## config.mk

```make
export PLATFORM = sky130hd
export DESIGN_NAME = integrity_tree_metadata_addr_gen_unit_flat
export DESIGN_NICKNAME = d
export VERILOG_FILES = /design/src/rtl/itmag_pkg.sv /design/src/rtl/itmag_ifs.sv /design/src/rtl/integrity_tree_metadata_addr_gen_unit.sv /design/src/rtl/itmag_step.sv /design/src/flat_wrapper.sv
export SDC_FILE = /design/constraint.sdc
export NUM_CORES = 2
export LEC_CHECK = 0
export ABC_AREA = 1
export BUFFER_PORTS_ARGS = -buffer_cell sky130_fd_sc_hd__buf_2
export CAP_MARGIN = 5
export CELL_PAD_IN_SITES_DETAIL_PLACEMENT = 1
export CELL_PAD_IN_SITES_GLOBAL_PLACEMENT = 2
export CORE_UTILIZATION = 35
export DETAILED_ROUTE_END_ITERATION = 10
export MAX_ROUTING_LAYER = met4
export PLACE_DENSITY = 0.89
export SLEW_MARGIN = 20
export SYNTH_ARGS = -nofsm -noshare
export SYNTH_HDL_FRONTEND = slang
export SYNTH_HIERARCHICAL = 1
export SYNTH_SLANG_ARGS = --single-unit
export TNS_END_PERCENT = 30
```

## constraint.sdc

```tcl
create_clock -name clk -period 9.5 [get_ports clk]
set_input_delay 0.95 -clock clk [delete_from_list [all_inputs] [get_ports clk]]
set_output_delay 0.95 -clock clk [all_outputs]
set_load 0.02 [all_outputs]
```

## src/rtl/itmag_pkg.sv

```systemverilog
// Shared types, codes and defaults for the integrity tree metadata address generator.
`default_nettype none

package itmag_pkg;

  localparam int FIELD_BITS     = 48;
  localparam int KIND_BITS      = 2;
  localparam int CFG_INDEX_BITS = 3;
  localparam int SLOT_BITS      = 3;

  localparam int BLOCK_BYTES_DEF = 64;
  localparam int PAGE_BYTES_DEF  = 4096;
  localparam int MAC_BYTES_DEF   = 8;
  localparam int TREE_ARITY_DEF  = 8;
  localparam int ADDR_BITS_DEF   = 48;

  // Metadata kinds
  localparam logic [KIND_BITS-1:0] KIND_MAC     = 2'd0;
  localparam logic [KIND_BITS-1:0] KIND_COUNTER = 2'd1;
  localparam logic [KIND_BITS-1:0] KIND_NODE    = 2'd2;
  localparam logic [KIND_BITS-1:0] KIND_ROOT    = 2'd3;

  // Configuration register indexes
  localparam logic [CFG_INDEX_BITS-1:0] REG_DATA_START      = 3'd0;
  localparam logic [CFG_INDEX_BITS-1:0] REG_DATA_END        = 3'd1;
  localparam logic [CFG_INDEX_BITS-1:0] REG_MAC_BASE        = 3'd2;
  localparam logic [CFG_INDEX_BITS-1:0] REG_COUNTER_BASE    = 3'd3;
  localparam logic [CFG_INDEX_BITS-1:0] REG_LOWER_NODE_BASE = 3'd4;
  localparam logic [CFG_INDEX_BITS-1:0] REG_UPPER_NODE_BASE = 3'd5;
  localparam logic [CFG_INDEX_BITS-1:0] REG_ROOT_ADDRESS    = 3'd6;

  // Position within one run: MAC first, then counter and tree levels
  localparam logic [SLOT_BITS-1:0] SLOT_MAC     = 3'd0;
  localparam logic [SLOT_BITS-1:0] SLOT_COUNTER = 3'd1;
  localparam logic [SLOT_BITS-1:0] SLOT_FINAL   = 3'd4;

  typedef struct packed {
    logic [FIELD_BITS-1:0] data_start;
    logic [FIELD_BITS-1:0] data_end;
    logic [FIELD_BITS-1:0] mac_base;
    logic [FIELD_BITS-1:0] counter_base;
    logic [FIELD_BITS-1:0] lower_node_base;
    logic [FIELD_BITS-1:0] upper_node_base;
    logic [FIELD_BITS-1:0] root_address;
  } cfg_regs_t;

  typedef struct packed {
    logic [FIELD_BITS-1:0] meta_address;
    logic [KIND_BITS-1:0]  meta_kind;
    logic                  out_of_range;
    logic                  last_of_run;
  } result_t;

endpackage

`default_nettype wire

```

## src/rtl/itmag_ifs.sv

```systemverilog
// Stream and configuration interfaces of the metadata address generator.
`default_nettype none

interface itmag_access_if;
  logic                             valid;
  logic                             ready;
  logic [itmag_pkg::FIELD_BITS-1:0] data_address;
  modport source (output valid, output data_address, input ready);
  modport sink (input valid, input data_address, output ready);
endinterface

interface itmag_fetch_if;
  logic                             valid;
  logic                             ready;
  logic [itmag_pkg::FIELD_BITS-1:0] meta_address;
  logic [itmag_pkg::KIND_BITS-1:0]  meta_kind;
  logic                             out_of_range;
  logic                             last_of_run;
  modport source (output valid, output meta_address, output meta_kind,
                  output out_of_range, output last_of_run, input ready);
  modport sink (input valid, input meta_address, input meta_kind,
                input out_of_range, input last_of_run, output ready);
endinterface

interface itmag_cfg_if;
  logic                                 valid;
  logic                                 ready;
  logic [itmag_pkg::CFG_INDEX_BITS-1:0] index;
  logic [itmag_pkg::FIELD_BITS-1:0]     data;
  modport source (output valid, output index, output data, input ready);
  modport sink (input valid, input index, input data, output ready);
endinterface

`default_nettype wire

```

## src/rtl/integrity_tree_metadata_addr_gen_unit.sv

```systemverilog
// Top level of the integrity tree metadata address generator.
// For each accepted data address the unit emits a run of one to five metadata
// block addresses: the MAC block, the counter block, the tree nodes above it and
// finally the root, with last_of_run on the final one. An address outside
// [data_start, data_end) yields a single out_of_range result. One result leaves
// per cycle, unless the receiver stalls, from a single result register fed by
// one step of address logic, so the unit works on one data address at a time;
// the next data address is taken in the cycle its last result is produced, even
// while that result still waits in the output register. Configuration writes are
// taken every cycle. BLOCK_BYTES, PAGE_BYTES, MAC_BYTES and TREE_ARITY must be
// powers of two; the divisions by them are shifts.
`default_nettype none

module integrity_tree_metadata_addr_gen_unit #(
  parameter int BLOCK_BYTES = itmag_pkg::BLOCK_BYTES_DEF,
  parameter int PAGE_BYTES  = itmag_pkg::PAGE_BYTES_DEF,
  parameter int MAC_BYTES   = itmag_pkg::MAC_BYTES_DEF,
  parameter int TREE_ARITY  = itmag_pkg::TREE_ARITY_DEF,
  parameter int ADDR_BITS   = itmag_pkg::ADDR_BITS_DEF
) (
  input  wire           clk,
  input  wire           rst,
  itmag_cfg_if.sink     cfg,
  itmag_access_if.sink  access,
  itmag_fetch_if.source fetch
);

  localparam int W = (ADDR_BITS > itmag_pkg::FIELD_BITS) ? ADDR_BITS : itmag_pkg::FIELD_BITS;

  itmag_pkg::cfg_regs_t                regs;
  itmag_pkg::result_t                  res;
  itmag_pkg::result_t                  out_res;
  logic                                out_valid;
  logic                                work_valid;
  logic [itmag_pkg::SLOT_BITS-1:0]     work_slot;
  logic [itmag_pkg::FIELD_BITS-1:0]    work_a;
  logic [W-1:0]                        work_cur;
  logic [W-1:0]                        cur_next;
  logic                                advance;
  logic                                acc_fire;

  assign cfg.ready = 1'b1;

  always_ff @(posedge clk) begin
    if (rst) begin
      regs <= '0;
    end else if (cfg.valid) begin
      case (cfg.index)
        itmag_pkg::REG_DATA_START:      regs.data_start      <= cfg.data;
        itmag_pkg::REG_DATA_END:        regs.data_end        <= cfg.data;
        itmag_pkg::REG_MAC_BASE:        regs.mac_base        <= cfg.data;
        itmag_pkg::REG_COUNTER_BASE:    regs.counter_base    <= cfg.data;
        itmag_pkg::REG_LOWER_NODE_BASE: regs.lower_node_base <= cfg.data;
        itmag_pkg::REG_UPPER_NODE_BASE: regs.upper_node_base <= cfg.data;
        itmag_pkg::REG_ROOT_ADDRESS:    regs.root_address    <= cfg.data;
        default: ;
      endcase
    end
  end

  itmag_step #(
    .BLOCK_BYTES (BLOCK_BYTES),
    .PAGE_BYTES  (PAGE_BYTES),
    .MAC_BYTES   (MAC_BYTES),
    .TREE_ARITY  (TREE_ARITY),
    .ADDR_BITS   (ADDR_BITS)
  ) u_step (
    .regs         (regs),
    .slot         (work_slot),
    .data_address (work_a),
    .cur          (work_cur),
    .res          (res),
    .cur_next     (cur_next)
  );

  // Produce a result whenever the output register is free or being drained
  assign advance      = work_valid && (!out_valid || fetch.ready);
  assign access.ready = !work_valid || (advance && res.last_of_run);
  assign acc_fire     = access.valid && access.ready;

  always_ff @(posedge clk) begin
    if (rst) begin
      work_valid <= 1'b0;
      work_slot  <= itmag_pkg::SLOT_MAC;
    end else if (acc_fire) begin
      work_valid <= 1'b1;
      work_slot  <= itmag_pkg::SLOT_MAC;
    end else if (advance && res.last_of_run) begin
      work_valid <= 1'b0;
    end else if (advance) begin
      work_slot <= work_slot + itmag_pkg::SLOT_BITS'(1);
    end
  end

  always_ff @(posedge clk) begin
    if (acc_fire) begin
      work_a <= access.data_address;
    end
    if (advance) begin
      work_cur <= cur_next;
    end
  end

  always_ff @(posedge clk) begin
    if (rst) begin
      out_valid <= 1'b0;
    end else if (advance) begin
      out_valid <= 1'b1;
    end else if (fetch.ready) begin
      out_valid <= 1'b0;
    end
  end

  always_ff @(posedge clk) begin
    if (advance) begin
      out_res <= res;
    end
  end

  assign fetch.valid        = out_valid;
  assign fetch.meta_address = out_res.meta_address;
  assign fetch.meta_kind    = out_res.meta_kind;
  assign fetch.out_of_range = out_res.out_of_range;
  assign fetch.last_of_run  = out_res.last_of_run;

endmodule

`default_nettype wire

```

## src/rtl/itmag_step.sv

```systemverilog
// One step of a run: the result for the current slot and the next tree address.
`default_nettype none

module itmag_step #(
  parameter int BLOCK_BYTES = itmag_pkg::BLOCK_BYTES_DEF,
  parameter int PAGE_BYTES  = itmag_pkg::PAGE_BYTES_DEF,
  parameter int MAC_BYTES   = itmag_pkg::MAC_BYTES_DEF,
  parameter int TREE_ARITY  = itmag_pkg::TREE_ARITY_DEF,
  parameter int ADDR_BITS   = itmag_pkg::ADDR_BITS_DEF,
  localparam int W = (ADDR_BITS > itmag_pkg::FIELD_BITS) ? ADDR_BITS : itmag_pkg::FIELD_BITS
) (
  input  wire itmag_pkg::cfg_regs_t          regs,
  input  wire [itmag_pkg::SLOT_BITS-1:0]     slot,
  input  wire [itmag_pkg::FIELD_BITS-1:0]    data_address,
  input  wire [W-1:0]                        cur,
  output itmag_pkg::result_t                 res,
  output logic [W-1:0]                       cur_next
);

  localparam int LB = $clog2(BLOCK_BYTES);
  localparam int LP = $clog2(PAGE_BYTES);
  localparam int LM = $clog2(MAC_BYTES);
  localparam int LA = $clog2(TREE_ARITY);
  localparam int FB = itmag_pkg::FIELD_BITS;
  localparam logic [W-1:0] AMASK = {W{1'b1}} >> (W - ADDR_BITS);
  localparam logic [W-1:0] BMASK = ~W'(BLOCK_BYTES - 1);

  logic [W-1:0] a_w;
  logic [W-1:0] mac;
  logic [W-1:0] ctr;
  logic [W-1:0] eff;
  logic [W-1:0] root_w;
  logic [W-1:0] cbase_w;
  logic [W-1:0] lbase_w;
  logic [W-1:0] ubase_w;
  logic [W-1:0] base;
  logic [W-1:0] pbase;
  logic [W-1:0] parent;
  logic         in_rng;
  logic         is_root;
  logic         in_lvl;

  assign a_w     = W'(data_address);
  assign root_w  = W'(regs.root_address);
  assign cbase_w = W'(regs.counter_base);
  assign lbase_w = W'(regs.lower_node_base);
  assign ubase_w = W'(regs.upper_node_base);

  assign in_rng = (data_address >= regs.data_start) && (data_address < regs.data_end);
  assign mac    = (W'(regs.mac_base) + ((a_w >> LB) << LM)) & AMASK & BMASK;
  assign ctr    = (cbase_w + ((a_w >> LP) << LB)) & AMASK;

  // The final slot always shows the root
  assign eff     = (slot == itmag_pkg::SLOT_FINAL) ? root_w : cur;
  assign is_root = (eff == root_w);

  always_comb begin
    in_lvl = 1'b1;
    base   = cbase_w;
    pbase  = lbase_w;
    if ((eff >= cbase_w) && (eff < lbase_w)) begin
      base  = cbase_w;
      pbase = lbase_w;
    end else if ((eff >= lbase_w) && (eff < ubase_w)) begin
      base  = lbase_w;
      pbase = ubase_w;
    end else if ((eff >= ubase_w) && (eff < root_w)) begin
      base  = ubase_w;
      pbase = root_w;
    end else begin
      in_lvl = 1'b0;
    end
  end

  assign parent = (pbase + (((eff - base) >> (LB + LA)) << LB)) & AMASK;

  always_comb begin
    res      = '0;
    cur_next = ctr;
    if (slot == itmag_pkg::SLOT_MAC) begin
      res.meta_address = in_rng ? mac[FB-1:0] : '0;
      res.meta_kind    = itmag_pkg::KIND_MAC;
      res.out_of_range = !in_rng;
      res.last_of_run  = !in_rng;
      cur_next         = ctr;
    end else begin
      res.meta_address = eff[FB-1:0];
      res.out_of_range = 1'b0;
      res.last_of_run  = is_root;
      if (is_root) begin
        res.meta_kind = itmag_pkg::KIND_ROOT;
      end else if (slot == itmag_pkg::SLOT_COUNTER) begin
        res.meta_kind = itmag_pkg::KIND_COUNTER;
      end else begin
        res.meta_kind = itmag_pkg::KIND_NODE;
      end
      // Drop to the root when the node sits in no level region
      cur_next = in_lvl ? parent : root_w;
    end
  end

endmodule

`default_nettype wire

```

## src/flat_wrapper.sv

```systemverilog
// flat-port wrapper written by rule: the top's interface ports become plain ports
module integrity_tree_metadata_addr_gen_unit_flat 
#(
  parameter int BLOCK_BYTES = itmag_pkg::BLOCK_BYTES_DEF,
  parameter int PAGE_BYTES  = itmag_pkg::PAGE_BYTES_DEF,
  parameter int MAC_BYTES   = itmag_pkg::MAC_BYTES_DEF,
  parameter int TREE_ARITY  = itmag_pkg::TREE_ARITY_DEF,
  parameter int ADDR_BITS   = itmag_pkg::ADDR_BITS_DEF
)
  (clk, rst, cfg_valid, cfg_index, cfg_data, cfg_ready, access_valid, access_data_address, access_ready, fetch_valid, fetch_meta_address, fetch_meta_kind, fetch_out_of_range, fetch_last_of_run, fetch_ready);
  itmag_cfg_if cfg_i ();
  itmag_access_if access_i ();
  itmag_fetch_if fetch_i ();
  input  wire clk;
  input  wire rst;
  input wire logic [$bits(cfg_i.valid)-1:0] cfg_valid;
  input wire logic [$bits(cfg_i.index)-1:0] cfg_index;
  input wire logic [$bits(cfg_i.data)-1:0] cfg_data;
  output wire logic [$bits(cfg_i.ready)-1:0] cfg_ready;
  input wire logic [$bits(access_i.valid)-1:0] access_valid;
  input wire logic [$bits(access_i.data_address)-1:0] access_data_address;
  output wire logic [$bits(access_i.ready)-1:0] access_ready;
  output wire logic [$bits(fetch_i.valid)-1:0] fetch_valid;
  output wire logic [$bits(fetch_i.meta_address)-1:0] fetch_meta_address;
  output wire logic [$bits(fetch_i.meta_kind)-1:0] fetch_meta_kind;
  output wire logic [$bits(fetch_i.out_of_range)-1:0] fetch_out_of_range;
  output wire logic [$bits(fetch_i.last_of_run)-1:0] fetch_last_of_run;
  input wire logic [$bits(fetch_i.ready)-1:0] fetch_ready;
  assign cfg_i.valid = cfg_valid;
  assign cfg_i.index = cfg_index;
  assign cfg_i.data = cfg_data;
  assign cfg_ready = cfg_i.ready;
  assign access_i.valid = access_valid;
  assign access_i.data_address = access_data_address;
  assign access_ready = access_i.ready;
  assign fetch_valid = fetch_i.valid;
  assign fetch_meta_address = fetch_i.meta_address;
  assign fetch_meta_kind = fetch_i.meta_kind;
  assign fetch_out_of_range = fetch_i.out_of_range;
  assign fetch_last_of_run = fetch_i.last_of_run;
  assign fetch_i.ready = fetch_ready;
  integrity_tree_metadata_addr_gen_unit #(.BLOCK_BYTES(BLOCK_BYTES), .PAGE_BYTES(PAGE_BYTES), .MAC_BYTES(MAC_BYTES), .TREE_ARITY(TREE_ARITY), .ADDR_BITS(ADDR_BITS)) u_core (.clk(clk), .rst(rst), .cfg(cfg_i), .access(access_i), .fetch(fetch_i));
endmodule
```

==> flow_summary.json <==
{
  "grt_antenna_before_repair": 11,
  "grt_first_pass_wirelength_um": 229000,
  "critPathMaxFanout": 55,
  "final_cells": 6834,
  "p_per_area_mw_per_mm2": 154,
  "start_util": 0.354,
  "pre_cts_ws_ns": 0.322,
  "ant_nets": 0,
  "timing.final.ws_setup_ns": 0.559,
  "slowest_stage": "a221oi_1",
  "clk_latency_ns": 0.63,
  "cts_made_buffers": 55,
  "slew_headroom": 0.221,
  "start_kind": "register",
  "grt_pass1_vias": 37900,
  "drc_errors": 0,
  "drive_gt1_frac": 0.0916,
  "finalNetCount": 5956,
  "drt-pass1-iter-count": 5,
  "slew_violations": 0,
  "htreeDepth": 2,
  "clk_pin_slew_ns": 0.06,
  "cap_violations": 0,
  "hold_viol": 0,
  "netlist_area_mm2": 0.0367,
  "pwr-share-clk": 0.351,
  "io_pins": 159,
  "overflow": 0,
  "finalSetupViolCount": 0,
  "hold_class": "reg2reg",
  "vias": 37700,
  "switching_share": 0.351,
  "outcome": "finished clean",
  "p_switching_mw": 2.25,
  "arrival_ns": 9.30,
  "rsz0062_at_grt": "no",
  "hpwl_um": 123000,
  "irDropWorstVdd_uv": 135,
  "first_iter_violations": 2367,
  "fmax_mhz": 112,
  "grt_start_max_net_pins": 109,
  "syn_avg_cell_area_um2": 7.07,
  "row_count": 118,
  "skew_ns": 0.0290,
  "dp.cells": 6723,
  "die_y_um": 326,
  "fin_crit_ns": 8.94,
  "gp_congestion": 0.979,
  "port_buffers": 157,
  "die_x_um": 326,
  "tightest_slew_ns": 1.17,
  "cts_hold_buffers": 0,
  "required_ns": 9.86,
  "p_int_mw": 4.17,
  "ctsLongestPathBuffers": 3,
  "critical-path-max-stage-delay_ns": 0.56,
  "core_area_mm2": 0.104,
  "p_leak_nw": 17.5,
  "area_delta_synth_final_pct": 13.6,
  "syn_inst": 5193,
  "path_buf_inv": 6,
  "cts-root-buf": "clkbuf_16",
  "drt_wl_total_um": 154000,
  "vias_per_cell": 5.52,
  "min_period_over_period": 0.941,
  "path_delay_family": "simple AND/OR/NAND/NOR gates",
  "crit_top_cell": "nand2_1",
  "yosysWarnings": 6,
  "dieArea_mm2": 0.106,
  "p_seq_frac": 0.363,
  "cts_tree": "done",
  "synthesis.nets": 5749,
  "crit_type": "reg2reg",
  "cp-end-kind": "register",
  "wl_per_cell_um": 22.5,
  "grt_use_total": 0.291,
  "combPwrFrac": 0.286,
  "cts.sinks": 486,
  "fin_tns_setup_ns": 0
}
## cells in the final DEF, fill, tap and decap left out, drive strengths merged, types with 3 or more instances in the layout
cell and count:
and3 8, clkinv 15, o21a 30, buf 335, xor2 75, edfxtp 148, ha 450, clkbuf 79
and2 3, inv 636, nor4 9, o21ai 567, nor2 930, nor3 38, a211oi 17, o31ai 3
xnor2 55, bufinv 6, nand3 60, a221oi 51, a21o 19, nand2 847, o211ai 17, o21bai 10
a21oi 450, o221ai 56, dfxtp 338, a31oi 62, o2111ai 9, o22ai 3, a21boi 6, nand4 90
diode 7
## power by group through the flow
stage	Combinational (mW)	Clock, mW	Sequential (mW)
floorplan	1.08	0	2.36
global placement	1.76	0	2.37
detailed placement	1.79	0	2.37
CTS	1.81	2.30	2.33
global route	2.01	2.37	2.34
finish	1.84	2.25	2.33
## worst min-delay path, delay by kind of cell, from the launching register on
kind | cells | cell delay, ns
AND/OR/NAND/NOR | 2 | 0.13
flip-flops | 1 | 0.32
## final cells by class
class	instances	area, um2
Antenna cell	7	17.5
Clock buffer	79	1580
Clock inverter	25	299
Fill cell	13200	62100
Inverter	634	2390
Multi-Input combinational cell	3888	22400
Sequential cell	486	11200
Tap cell	1380	1730
Timing Repair Buffer	335	2150
## layer usage
metal | part of all wire | routed length (um) | track usage
met4 | 0.032 | 4890 | 0.0876
met3 | 0.051 | 7880 | 0.0340
met2 | 0.46 | 70700 | 0.465
met1 | 0.46 | 70600 | 0.383
met5 | 0 | 0 | -
## metrics by stage
| step | hold WS (ns) | power [mW] | utilization | instance area, um2 |
|---|---|---|---|---|
| global route | 0.474 | 6.71 | 0.402 | 41700 |
| floorplan | 0.440 | 3.44 | - | 36700 |
| CTS | 0.458 | 6.44 | 0.402 | 41700 |
| finish | 0.478 | 6.43 | 0.402 | 41700 |
| global placement | 0.454 | 4.13 | 0.384 | 39800 |
| detailed placement | 0.468 | 4.17 | 0.384 | 39800 |
## repair_timing
action	4_1_cts	5_1_grt
endpoints found under the setup margin	0	14
gates resized for setup	0	9
setup buffers	0	0
## state kept, by name, summed over array words and instances, names as in the netlist
name / flops
u_core/regs: 333
u_core/fetch.meta_kind: 2
u_core/work_slot: 3
u_core/fetch.meta_address: 48
u_core/fetch.valid: 1
u_core/work_valid: 1
u_core/fetch.last_of_run: 1
u_core/fetch.out_of_range: 1
u_core/work_cur: 48
u_core/work_a: 48
## path summary, 6_finish.rpt
kind | slack (ns) | from | depth (start not counted) | to
max | 0.56 | u_core/work_slot[0] | 42 | u_core/work_cur[46]
max reg2reg | 0.56 | u_core/work_slot[0] | 42 | u_core/work_cur[46]
min | 0.48 | u_core/regs[306] | 2 | u_core/regs[306]
min reg2reg | 0.48 | u_core/regs[306] | 2 | u_core/regs[306]
Power figures use the tool's default switching activity.
